===== config.mk =====
export PLATFORM = sky130hd
export DESIGN_NAME = lenient_percent_decoder_core
export DESIGN_NICKNAME = d
export VERILOG_FILES = /design/src/hw/rtl/lpd_pkg.sv /design/src/hw/rtl/lpd_front.sv /design/src/hw/rtl/lpd_queue.sv /design/src/hw/rtl/lpd_back.sv /design/src/hw/rtl/lenient_percent_decoder_core.sv
export VERILOG_INCLUDE_DIRS = /design/src /design/src/hw/rtl
export SDC_FILE = /design/constraint.sdc
export NUM_CORES = 1
export LEC_CHECK = 0
export BUFFER_PORTS_ARGS = -buffer_cell sky130_fd_sc_hd__buf_2
export CORE_UTILIZATION = 40
export DETAILED_ROUTE_END_ITERATION = 8
export GPL_TIMING_DRIVEN = 0
export SLEW_MARGIN = 20
export SYNTH_ARGS = -nofsm -noshare
export SYNTH_HDL_FRONTEND = slang
export SYNTH_SLANG_ARGS = --single-unit

===== constraint.sdc =====
create_clock -name clk -period 5.75 [get_ports clk]
set_input_delay 1.725 -clock clk [delete_from_list [all_inputs] [get_ports clk]]
set_output_delay 1.725 -clock clk [all_outputs]
set_load 0.005 [all_outputs]

===== src/hw/rtl/assert_macros.svh =====
// Assertion macros shared by the RTL modules of the percent decoder.
`ifndef ASSERT_MACROS_SVH
`define ASSERT_MACROS_SVH
`ifndef NO_ASSERTIONS
// Property must hold at every clock edge outside reset.
`define ASSERT_PROP(lbl, clk, rst, prop) \
  lbl: assert property (@(posedge clk) disable iff (rst) (prop)) \
    else $error("%m: assertion failed");
// Expression must never be true at a clock edge outside reset.
`define ASSERT_NEVER(lbl, clk, rst, expr) \
  lbl: assert property (@(posedge clk) disable iff (rst) !(expr)) \
    else $error("%m: forbidden condition seen");
`else
`define ASSERT_PROP(lbl, clk, rst, prop)
`define ASSERT_NEVER(lbl, clk, rst, expr)
`endif
`endif


===== src/hw/rtl/lpd_pkg.sv =====
// Package: types, constants and hex helpers of the lenient percent decoder.
`timescale 1ns / 1ps
`default_nettype none
package lpd_pkg;

  localparam logic [7:0]  PCT_CHAR   = 8'h25;
  localparam logic [15:0] LIMIT_RST  = 16'd255;
  localparam int          JOB_BYTES  = 3;

  // Escape phase codes
  localparam logic [1:0] PH_IDLE  = 2'd0;
  localparam logic [1:0] PH_PCT   = 2'd1;
  localparam logic [1:0] PH_DIGIT = 2'd2;

  typedef struct packed {
    logic [7:0] in_byte;
    logic       final_byte;
  } in_word_t;

  typedef struct packed {
    logic [7:0] out_byte;
    logic       is_terminator;
    logic       last_in_run;
  } out_word_t;

  // One input word's worth of work: up to three data bytes and a terminator
  typedef struct packed {
    logic [JOB_BYTES-1:0][7:0] data;
    logic [1:0]                num;
    logic                      term;
  } job_t;

  typedef struct packed {
    logic full;
    logic empty;
  } q_status_t;

  function automatic logic hex_ok(input logic [7:0] c);
    hex_ok = (c >= 8'h30 && c <= 8'h39) || (c >= 8'h61 && c <= 8'h66) ||
             (c >= 8'h41 && c <= 8'h46);
  endfunction

  function automatic logic [3:0] hex_val(input logic [7:0] c);
    logic [7:0] v;
    v = 8'd0;
    if (c >= 8'h30 && c <= 8'h39) v = c - 8'h30;
    else if (c >= 8'h61 && c <= 8'h66) v = c - 8'h57;
    else if (c >= 8'h41 && c <= 8'h46) v = c - 8'h37;
    hex_val = v[3:0];
  endfunction

endpackage
`default_nettype wire


===== src/hw/rtl/lpd_front.sv =====
// Front end: escape tracking and building of the per-word job.
`timescale 1ns / 1ps
`default_nettype none
`include "assert_macros.svh"
module lpd_front (
  input  wire logic             clk,
  input  wire logic             rst,
  input  wire logic             in_valid,
  input  wire lpd_pkg::in_word_t in_word,
  input  wire lpd_pkg::q_status_t q_status,
  output lpd_pkg::job_t         job,
  output logic                  job_valid
);

  logic [1:0] phase, phase_next;
  logic [7:0] held, held_next;
  logic       accept;
  logic       do_plain;
  logic [7:0] b;

  assign accept = in_valid && !q_status.full;
  assign b      = in_word.in_byte;

  // Job build and next escape state
  always_comb begin
    job        = '0;
    phase_next = lpd_pkg::PH_IDLE;
    held_next  = held;
    do_plain   = 1'b0;
    unique case (phase)
      lpd_pkg::PH_PCT: begin
        if (lpd_pkg::hex_ok(b)) begin
          held_next  = b;
          phase_next = lpd_pkg::PH_DIGIT;
        end else begin
          job.data[job.num] = lpd_pkg::PCT_CHAR;
          job.num           = job.num + 2'd1;
          do_plain          = 1'b1;
        end
      end
      lpd_pkg::PH_DIGIT: begin
        if (lpd_pkg::hex_ok(b) && lpd_pkg::hex_ok(held)) begin
          job.data[job.num] = {lpd_pkg::hex_val(held), lpd_pkg::hex_val(b)};
          job.num           = job.num + 2'd1;
        end else begin
          job.data[job.num] = lpd_pkg::PCT_CHAR;
          job.num           = job.num + 2'd1;
          job.data[job.num] = held;
          job.num           = job.num + 2'd1;
          do_plain          = 1'b1;
        end
        held_next = 8'd0;
      end
      default: begin
        do_plain = 1'b1;
      end
    endcase
    // normal rule for a byte with nothing held
    if (do_plain) begin
      if (b == lpd_pkg::PCT_CHAR) begin
        phase_next = lpd_pkg::PH_PCT;
      end else begin
        phase_next        = lpd_pkg::PH_IDLE;
        job.data[job.num] = b;
        job.num           = job.num + 2'd1;
      end
    end
    // end of text: flush what is held, then terminate
    if (in_word.final_byte) begin
      if (phase_next == lpd_pkg::PH_PCT) begin
        job.data[job.num] = lpd_pkg::PCT_CHAR;
        job.num           = job.num + 2'd1;
      end else if (phase_next == lpd_pkg::PH_DIGIT) begin
        job.data[job.num] = lpd_pkg::PCT_CHAR;
        job.num           = job.num + 2'd1;
        job.data[job.num] = held_next;
        job.num           = job.num + 2'd1;
      end
      job.term   = 1'b1;
      phase_next = lpd_pkg::PH_IDLE;
      held_next  = 8'd0;
    end
  end

  assign job_valid = accept && (job.term || job.num != 2'd0);

  always_ff @(posedge clk) begin
    if (rst) begin
      phase <= lpd_pkg::PH_IDLE;
      held  <= 8'd0;
    end else if (accept) begin
      phase <= phase_next;
      held  <= held_next;
    end
  end

  // A final word always leaves the front with nothing held
  `ASSERT_PROP(a_fin_clears, clk, rst,
    (accept && in_word.final_byte) |=> (phase == lpd_pkg::PH_IDLE && held == 8'd0))
  // A final word always produces a job
  `ASSERT_PROP(a_fin_job, clk, rst, (accept && in_word.final_byte) |-> job_valid)

endmodule
`default_nettype wire


===== src/hw/rtl/lpd_queue.sv =====
// Two-entry job queue between the front and back ends.
`timescale 1ns / 1ps
`default_nettype none
`include "assert_macros.svh"
module lpd_queue (
  input  wire logic           clk,
  input  wire logic           rst,
  input  wire logic           push,
  input  wire lpd_pkg::job_t  push_job,
  input  wire logic           pop,
  output lpd_pkg::job_t       head,
  output lpd_pkg::q_status_t  q_status
);

  lpd_pkg::job_t mem [2];
  logic          wr_ptr, rd_ptr;
  logic [1:0]    count;
  logic          do_push, do_pop;

  assign q_status.full  = (count == 2'd2);
  assign q_status.empty = (count == 2'd0);
  assign do_push = push && !q_status.full;
  assign do_pop  = pop && !q_status.empty;
  assign head    = mem[rd_ptr];

  // Entry storage
  always_ff @(posedge clk) begin
    if (do_push) begin
      mem[wr_ptr] <= push_job;
    end
  end

  // Pointers and fill count
  always_ff @(posedge clk) begin
    if (rst) begin
      wr_ptr <= 1'b0;
      rd_ptr <= 1'b0;
      count  <= 2'd0;
    end else begin
      if (do_push) wr_ptr <= ~wr_ptr;
      if (do_pop)  rd_ptr <= ~rd_ptr;
      count <= count + {1'b0, do_push} - {1'b0, do_pop};
    end
  end

  `ASSERT_NEVER(a_count_range, clk, rst, count == 2'd3)
  `ASSERT_PROP(a_ptr_gap, clk, rst,
    (q_status.empty || q_status.full) |-> (wr_ptr == rd_ptr))

endmodule
`default_nettype wire


===== src/hw/rtl/lpd_back.sv =====
// Back end: serialises jobs into result words, applies the length limit.
`timescale 1ns / 1ps
`default_nettype none
`include "assert_macros.svh"
module lpd_back (
  input  wire logic               clk,
  input  wire logic               rst,
  input  wire lpd_pkg::job_t      head,
  input  wire lpd_pkg::q_status_t q_status,
  input  wire logic [15:0]        limit,
  output logic                    pop,
  input  wire logic               out_stall,
  output logic                    out_valid,
  output lpd_pkg::out_word_t      out_word
);

  logic [1:0]         idx, idx_next;
  logic [15:0]        count, count_next;
  logic               slot_free;
  logic               has_data, can_emit, step;
  logic               load;
  lpd_pkg::out_word_t word_next;
  logic [16:0]        count_inc;

  assign slot_free = !out_valid || !out_stall;
  assign step      = slot_free && !q_status.empty;
  assign has_data  = idx < head.num;
  assign can_emit  = count < limit;
  assign count_inc = {1'b0, count} + 17'd1;

  // Pick the next result of the head job
  always_comb begin
    word_next  = '0;
    load       = 1'b0;
    pop        = 1'b0;
    idx_next   = idx;
    count_next = count;
    if (step) begin
      if (has_data && can_emit) begin
        load               = 1'b1;
        word_next.out_byte = head.data[idx];
        count_next         = count_inc[15:0];
        // nothing further of this job will go out
        if (!head.term && ((idx + 2'd1 == head.num) || count_inc >= {1'b0, limit})) begin
          word_next.last_in_run = 1'b1;
          pop                   = 1'b1;
          idx_next              = 2'd0;
        end else begin
          idx_next = idx + 2'd1;
        end
      end else if (head.term) begin
        load                    = 1'b1;
        word_next.is_terminator = 1'b1;
        word_next.last_in_run   = 1'b1;
        count_next              = 16'd0;
        pop                     = 1'b1;
        idx_next                = 2'd0;
      end else begin
        // every byte of this job is past the limit
        pop      = 1'b1;
        idx_next = 2'd0;
      end
    end
  end

  // Control state
  always_ff @(posedge clk) begin
    if (rst) begin
      idx       <= 2'd0;
      count     <= 16'd0;
      out_valid <= 1'b0;
    end else begin
      idx   <= idx_next;
      count <= count_next;
      if (slot_free) out_valid <= load;
    end
  end

  // Output word register
  always_ff @(posedge clk) begin
    if (slot_free && load) begin
      out_word <= word_next;
    end
  end

  `ASSERT_PROP(a_term_word, clk, rst,
    (out_valid && out_word.is_terminator) |->
      (out_word.last_in_run && out_word.out_byte == 8'd0))
  `ASSERT_PROP(a_term_resets, clk, rst,
    (load && word_next.is_terminator) |=> (count == 16'd0 && idx == 2'd0))

endmodule
`default_nettype wire


===== src/hw/rtl/lenient_percent_decoder_core.sv =====
// Top level of the lenient percent decoder: limit register and the three stages.
`timescale 1ns / 1ps
`default_nettype none
// Streaming percent decoder. Each input word is one byte of a text, with a flag
// on the last byte; '%' plus two hex digits (either case) becomes one byte, and
// anything that is not a valid escape passes through. Each text ends in one
// terminator word. The front end takes one input word per cycle while its
// two-entry job queue has room; the back end sends out one result word per
// cycle while out_stall is low, so a word with several results (up to four)
// holds the back end until all are out; a non-final word whose bytes all fall
// past max_output_length is popped with no result. Sustained rate is one input
// word per cycle while words cause at most one result each and out_stall is
// low. The limit register is written through cfg_write/cfg_data and resets to 255.
module lenient_percent_decoder_core (
  input  wire logic               clk,
  input  wire logic               rst,
  input  wire logic               in_valid,
  output logic                    in_stall,
  input  wire lpd_pkg::in_word_t  in_word,
  output logic                    out_valid,
  input  wire logic               out_stall,
  output lpd_pkg::out_word_t      out_word,
  input  wire logic               cfg_write,
  input  wire logic [15:0]        cfg_data
);

  logic [15:0]        max_output_length;
  lpd_pkg::job_t      job, head;
  logic               job_valid, pop;
  lpd_pkg::q_status_t q_status;

  // Limit register
  always_ff @(posedge clk) begin
    if (rst) begin
      max_output_length <= lpd_pkg::LIMIT_RST;
    end else if (cfg_write) begin
      max_output_length <= cfg_data;
    end
  end

  assign in_stall = q_status.full;

  lpd_front u_front (
    .clk      (clk),
    .rst      (rst),
    .in_valid (in_valid),
    .in_word  (in_word),
    .q_status (q_status),
    .job      (job),
    .job_valid(job_valid)
  );

  lpd_queue u_queue (
    .clk     (clk),
    .rst     (rst),
    .push    (job_valid),
    .push_job(job),
    .pop     (pop),
    .head    (head),
    .q_status(q_status)
  );

  lpd_back u_back (
    .clk      (clk),
    .rst      (rst),
    .head     (head),
    .q_status (q_status),
    .limit    (max_output_length),
    .pop      (pop),
    .out_stall(out_stall),
    .out_valid(out_valid),
    .out_word (out_word)
  );

endmodule
`default_nettype wire


==> flow_metrics.env, run 1 <==
export IMPL_core_mm2=0.0161
export IMPL_worstPathCellList="buf_2 -> inv_1 -> ha_1 -> o21bai_1 -> a21o_1 -> o21a_1 -> buf_2 -> nor2_1 -> a21oi_1 -> or2_2 -> ha_1 -> o22ai_1 -> ha_1 -> nand2_1 -> a221oi_2 -> o41a_4 -> nor2b_4"
export IMPL_total_leakage_power_nw=3.11
export IMPL_drive_above_1_share=0.156
export IMPL_whs_ns=0.500
export IMPL_cts_tree="yes"
export IMPL_wl_per_cell_um=16.9
export IMPL_worst_path_most_repeated_cell="ha_1"
export IMPL_slew_viol_final=0
export IMPL_setup_slack_ns=0.245
export IMPL_clkTransAtPathRegs_ns=0.05
export IMPL_arrival_ns=5.55
export IMPL_cp_required_ns=5.79
export IMPL_slew_headroom=0.341
export IMPL_grt_overflow=0
export IMPL_vdd_drop_max_v=0.000216
export IMPL_numPortBuffers=38
export IMPL_fin_worst_skew_ns=0.0115
export IMPL_postRouteWirelength_mm=15.9
export IMPL_end_kind="register"
export IMPL_ios=42
export IMPL_final_seq_area_mm2=0.00292
export IMPL_cts_max_level=4
export IMPL_timing_fmax_ghz=0.182
export IMPL_clk_path_buf_depth=2
export IMPL_dieHeight_um=131
export IMPL_ys_seq_area_frac=0.436
export IMPL_synth_area_leaders="edfxtp_1, dfxtp_1, ha_1"
export IMPL_syn_inst=653
export IMPL_syn_avg_cell_area_um2=10.3
export IMPL_cts_setup_buffers=0
export IMPL_cts_buffers_inserted=17
export IMPL_cpPeakStageDelay_ns=0.44
export IMPL_ys_warn_count=0
export IMPL_min_path_cells=2
export IMPL_pwr_density_cell_mw_per_mm2=363
export IMPL_drc=0
export IMPL_synth_edf_count=64
export IMPL_crit_path_top_delay_cell="nor2b_4"
export IMPL_die_w_um=131
export IMPL_p_int_mw=2.07
export IMPL_rsz0062_at_grt="false"
export IMPL_busiest_layer="met2"
export IMPL_clock_power_share=0.404
export IMPL_syn_to_final_growth_pct=17.0
export IMPL_synth_fp_nets=739
export IMPL_cp_num_cells=17
export IMPL_holdCritPathClass="register to register"
export IMPL_drt_iter0_drc=241
export IMPL_hold_viol_final=0
export IMPL_critPathKind="input port to register"
export IMPL_critPathTopFamily="compound AO/OA/AOI/OAI gates"
export IMPL_ant_nets=0
export IMPL_synth_distinct_cells=72
export IMPL_pwr_share_seq=0.367
export IMPL_cts_root_buf="clkbuf_16"
export IMPL_first_global_vias=5256
export IMPL_floorplan_rows=46
export IMPL_gp_congestion=0.912
export IMPL_dp_cells=907
export IMPL_grt_util_met1=0.244
export IMPL_drtPass1Iterations=4
export IMPL_grt_pass1_wl_mm=26.2
export IMPL_antenna_found_initial=0
export IMPL_grt_usage=0.192
export IMPL_start_kind="input port"
export IMPL_p_comb_frac=0.229
export IMPL_grt_use_met3=0.0417
export IMPL_layout_common_cells="edfxtp_1, nor2_1, ha_1"
export IMPL_finalCriticalPeriod_ns=5.51
export IMPL_nNetsFinal=797
export IMPL_period_share=0.957
export IMPL_ys_flop_type="edfxtp_1"
export IMPL_fill_cells=1515
export IMPL_clock_sinks=114
export IMPL_status="completed"
export IMPL_start_util=0.416
export IMPL_n_antenna_cell=0
export IMPL_cp_max_fo=14
export IMPL_die_area_mm2=0.0173
export IMPL_vias_per_cell=5.56
export IMPL_synth_largest_area_cell="edfxtp_1"
export IMPL_syn_area_mm2=0.00671
export IMPL_p_sw_frac=0.273
export IMPL_multiInputGateArea_mm2=0.00353
export IMPL_grt_max_degree=28
export IMPL_clock_latency_ns=0.41
export IMPL_gr_usage_met2=0.322
export IMPL_path_buf_inv=3
export IMPL_final_common_cell="edfxtp_1"
export IMPL_pre_cts_slack_ns=-0.457
export IMPL_ys_seq_elements=114
export IMPL_synth_top_area_frac=0.287
export IMPL_fin_setup_tns_ns=0
export IMPL_reg2reg_depth=16
export IMPL_tightest_slew_ns=0.983
export IMPL_dpl_hpwl_mm=12.0
export IMPL_final_cells=940
export IMPL_setup_viol_count_final=0
export IMPL_power_switching_mw=0.779
export IMPL_fin_util=0.487
export IMPL_vias=5229
export IMPL_maxCapViolations=0
export IMPL_async_flop_share=0
[repair_timing]
action / in CTS / in global routing
endpoints found under the setup margin: 27 / 55
gates resized for setup: 1 / 2
hold buffers: 0 / 0
gates cloned: 1 / 0
[registers in the layout (all words and copies together), names as in the netlist, named ones only]
name               count
max_output_length     16
u_back.count          16
u_back.idx             2
u_back.out_valid       1
u_back.out_word       10
u_front.held           8
u_front.phase          2
u_queue.count          2
u_queue.mem           54
u_queue.rd_ptr         1
u_queue.wr_ptr         1
[layout make-up]
type | count | area share
Clock inverter | 14 | 0.0276
Buffer | 30 | 0.0150
Inverter | 47 | 0.0225
Multi-Input combinational cell | 463 | 0.449
Clock buffer | 18 | 0.0547
Timing Repair Buffer | 38 | 0.0242
Sequential cell | 114 | 0.372
Tap cell | 216 | 0.0344
[routing by layer]
metal	share of wire	vias to the layer above
met4	0.012	0
li1	-	2558
met2	0.48	110
met5	0	-
met1	0.47	2549
met3	0.033	12
[power by group through the flow]
stage	Combinational (mW)	Sequential, mW	Clock, mW
finish	0.653	1.05	1.15
CTS	0.659	1.05	1.17
global placement	0.638	1.06	0
detailed placement	0.652	1.06	0
floorplan	0.449	1.06	0
global route	0.731	1.06	1.20
[worst paths after layout]
check	startpoint	endpoint	slack, ns
max	in_word[2]	u_queue.mem[0][21]	0.24
min	max_output_length[10]	max_output_length[10]	0.50
max reg2reg	u_front.held[0]	u_queue.mem[0][21]	1.08
min reg2reg	max_output_length[10]	max_output_length[10]	0.50
[cell families after synthesis]
family / synth area share
muxes: 0.0690
buffers and inverters: 0.0438
xor gates and xnor gates: 0.0261
DFF: 0.436
adders and majority gates: 0.104
and+or+nand+nor: 0.132
AOI/OAI and AO/OA: 0.189
[cell usage after synthesis (all sizes together), types with 13 or more instances]
library cell	n
a21oi	32
a22o	13
a22oi	29
clkbuf	20
dfxtp	50
edfxtp	64
ha	56
inv	45
mux2	15
nand2	45
nand3	16
nor2	59
o21ai	20
o22ai	13
xnor2	15
[stage by stage]
stage	power, mW	area, um^2
after floorplan	1.51	6710
after global placement	1.69	7170
after detailed placement	1.71	7180
after CTS	2.88	7840
after global routing	2.99	7850
final	2.85	7850
[worst min-delay path: stages (launching register included)]
cell,delay [ns]
dfxtp_1,0.32
mux2i_1,0.07
nor2_1,0.07
(Power assumes the default switching activity.)
==> run 2: changes to the inputs <==
--- a/config.mk
+++ b/config.mk
@@ -10,7 +10,7 @@
 export CORE_UTILIZATION = 40
 export DETAILED_ROUTE_END_ITERATION = 8
 export GPL_TIMING_DRIVEN = 0
-export SLEW_MARGIN = 20
+export RECOVER_POWER = 25
 export SYNTH_ARGS = -nofsm -noshare
 export SYNTH_HDL_FRONTEND = slang
 export SYNTH_SLANG_ARGS = --single-unit
==> run 2 against run 1 <==
Against the previous run:
- setup slack better by 0.028 ns
- sequential cell count is the same
- utilization decreased by 0.23 points
- critical path depth unchanged
- sequential share of layout area increased by 0.18 points
- via count up 0.96%
- register-to-register slack better by 0.03 ns
- final area decreased by 0.48%
==> flow_metrics.env, run 2 (synthesized netlist as in run 1, its figures left out) <==
export IMPL_dpl_hpwl_mm=12.0
export IMPL_clock_latency_ns=0.42
export IMPL_tightest_slew_ns=1.12
export IMPL_postRouteWirelength_mm=16.2
export IMPL_setup_slack_ns=0.272
export IMPL_grt_pass1_wl_mm=26.3
export IMPL_holdCritPathClass="register to register"
export IMPL_cts_max_level=4
export IMPL_top_register="u_queue.mem"
export IMPL_pwr_density_cell_mw_per_mm2=357
export IMPL_min_from="max_output_length[10]"
export IMPL_cts_tree="yes"
export IMPL_status="completed"
export IMPL_drive_above_1_share=0.145
export IMPL_n_antenna_cell=0
export IMPL_vias=5279
export IMPL_end_kind="register"
export IMPL_vias_per_cell=5.61
export IMPL_first_global_vias=5238
export IMPL_start_util=0.416
export IMPL_drc=0
export IMPL_grt_max_degree=28
export IMPL_power_mw=2.79
export IMPL_p_comb_frac=0.236
export IMPL_clock_sinks=114
export IMPL_numPortBuffers=38
export IMPL_antenna_found_initial=0
export IMPL_syn_to_final_growth_pct=16.5
export IMPL_largest_reg_flops=54
export IMPL_pre_cts_slack_ns=-0.909
export IMPL_p_sw_frac=0.285
export IMPL_total_leakage_power_nw=3.08
export IMPL_final_common_cell="edfxtp_1"
export IMPL_fin_worst_skew_ns=0.0112
export IMPL_floorplan_rows=46
export IMPL_timing_fmax_ghz=0.183
export IMPL_crit_path_start="in_word[2]"
export IMPL_ios=42
export IMPL_layout_common_cells="edfxtp_1, nor2_1, ha_1"
export IMPL_core_mm2=0.0161
export IMPL_slew_viol_final=0
export IMPL_cts_buffers_inserted=17
export IMPL_dieHeight_um=131
export IMPL_r2r_start="u_front.held[0]"
export IMPL_grt_usage=0.193
export IMPL_rsz0062_at_grt="false"
export IMPL_gp_congestion=0.912
export IMPL_grt_overflow=0
export IMPL_p_int_mw=2.00
export IMPL_maxCapViolations=0
export IMPL_period_share=0.953
export IMPL_die_area_mm2=0.0173
export IMPL_setup_viol_count_final=0
export IMPL_final_cells=941
export IMPL_clk_path_buf_depth=2
export IMPL_pwr_share_seq=0.376
export IMPL_cts_root_buf="clkbuf_16"
export IMPL_hold_viol_final=0
export IMPL_ant_nets=0
export IMPL_clock_power_share=0.388
export IMPL_critPathKind="input port to register"
export IMPL_largestRegisters="u_queue.mem (54), max_output_length (16), u_back.count (16)"
export IMPL_cp_max_fo=13
export IMPL_cp_required_ns=5.81
export IMPL_vdd_drop_max_v=0.000238
export IMPL_slew_headroom=0.247
export IMPL_arrival_ns=5.54
export IMPL_wl_per_cell_um=17.2
export IMPL_clkTransAtPathRegs_ns=0.05
export IMPL_fin_util=0.485
export IMPL_die_w_um=131
export IMPL_drt_iter0_drc=300
export IMPL_power_switching_mw=0.795
export IMPL_start_kind="input port"
export IMPL_drtPass1Iterations=7
export IMPL_finalCriticalPeriod_ns=5.48
export IMPL_dp_cells=907
export IMPL_whs_ns=0.498
export IMPL_nNetsFinal=798
[run 2: worst paths after layout]
kind | endpoint | cells past startpoint | slack, ns
min | max_output_length[10] | 2 | 0.50
max reg2reg | u_queue.mem[0][8] | 16 | 1.11
max | u_queue.mem[0][8] | 17 | 0.27
min reg2reg | max_output_length[10] | 2 | 0.50
[run 2: worst max-delay path, stage by stage]
cell and delay [ns]:
buf_2 0.16, inv_1 0.10, ha_1 0.23, o21bai_1 0.12, a21o_1 0.27, o21a_1 0.13, buf_2 0.19, nor2_1 0.12
a21oi_1 0.07, or2_2 0.32, ha_1 0.32, o22ai_1 0.42, ha_1 0.20, nand2_1 0.06, a221oi_2 0.41, o41a_4 0.24
nor2b_4 0.44
[run 2: final cells by class]
cell class	instances	area [um^2]
fillers	1502	8300
multi-input cells	463	3520
clock inverters	13	165
flip-flops and latches	114	2920
clock buffers	19	443
well taps	216	270
plain buffers	30	116
repair buffers	39	198
inverters	47	176
[run 2: per-stage QoR]
step	setup TNS, ns	area, um^2
final	0	7810
after global routing	0	7810
after CTS	0	7800
after detailed placement	-44.84	7170
after global placement	-37.83	7170
after floorplan	0	6710
[run 2: metal layers]
metal  global-route usage  routed length [um]  up-vias
li1                     -                   -     2560
met1                0.244                7500     2542
met2                0.317                7650      150
met3               0.0401                 643       27
met4               0.0820                 374        0
met5                    0                   0        -
[run 2: what timing repair did]
item,4_1_cts,5_1_grt
cloned,1,0
endpoints found under the setup margin,54,54
endpoints found under the hold margin,0,0
resized for setup,3,2
pin swaps,0,0
hold buffers,0,0
buffers inserted,0,1
[run 2: power by group through the flow]
stage / Clock, mW / Sequential [mW] / Combinational (mW)
after floorplan: 0 / 1.06 / 0.449
after global placement: 0 / 1.06 / 0.638
after detailed placement: 0 / 1.06 / 0.650
after CTS: 1.09 / 1.05 / 0.664
after global routing: 1.13 / 1.06 / 0.732
final: 1.08 / 1.05 / 0.658
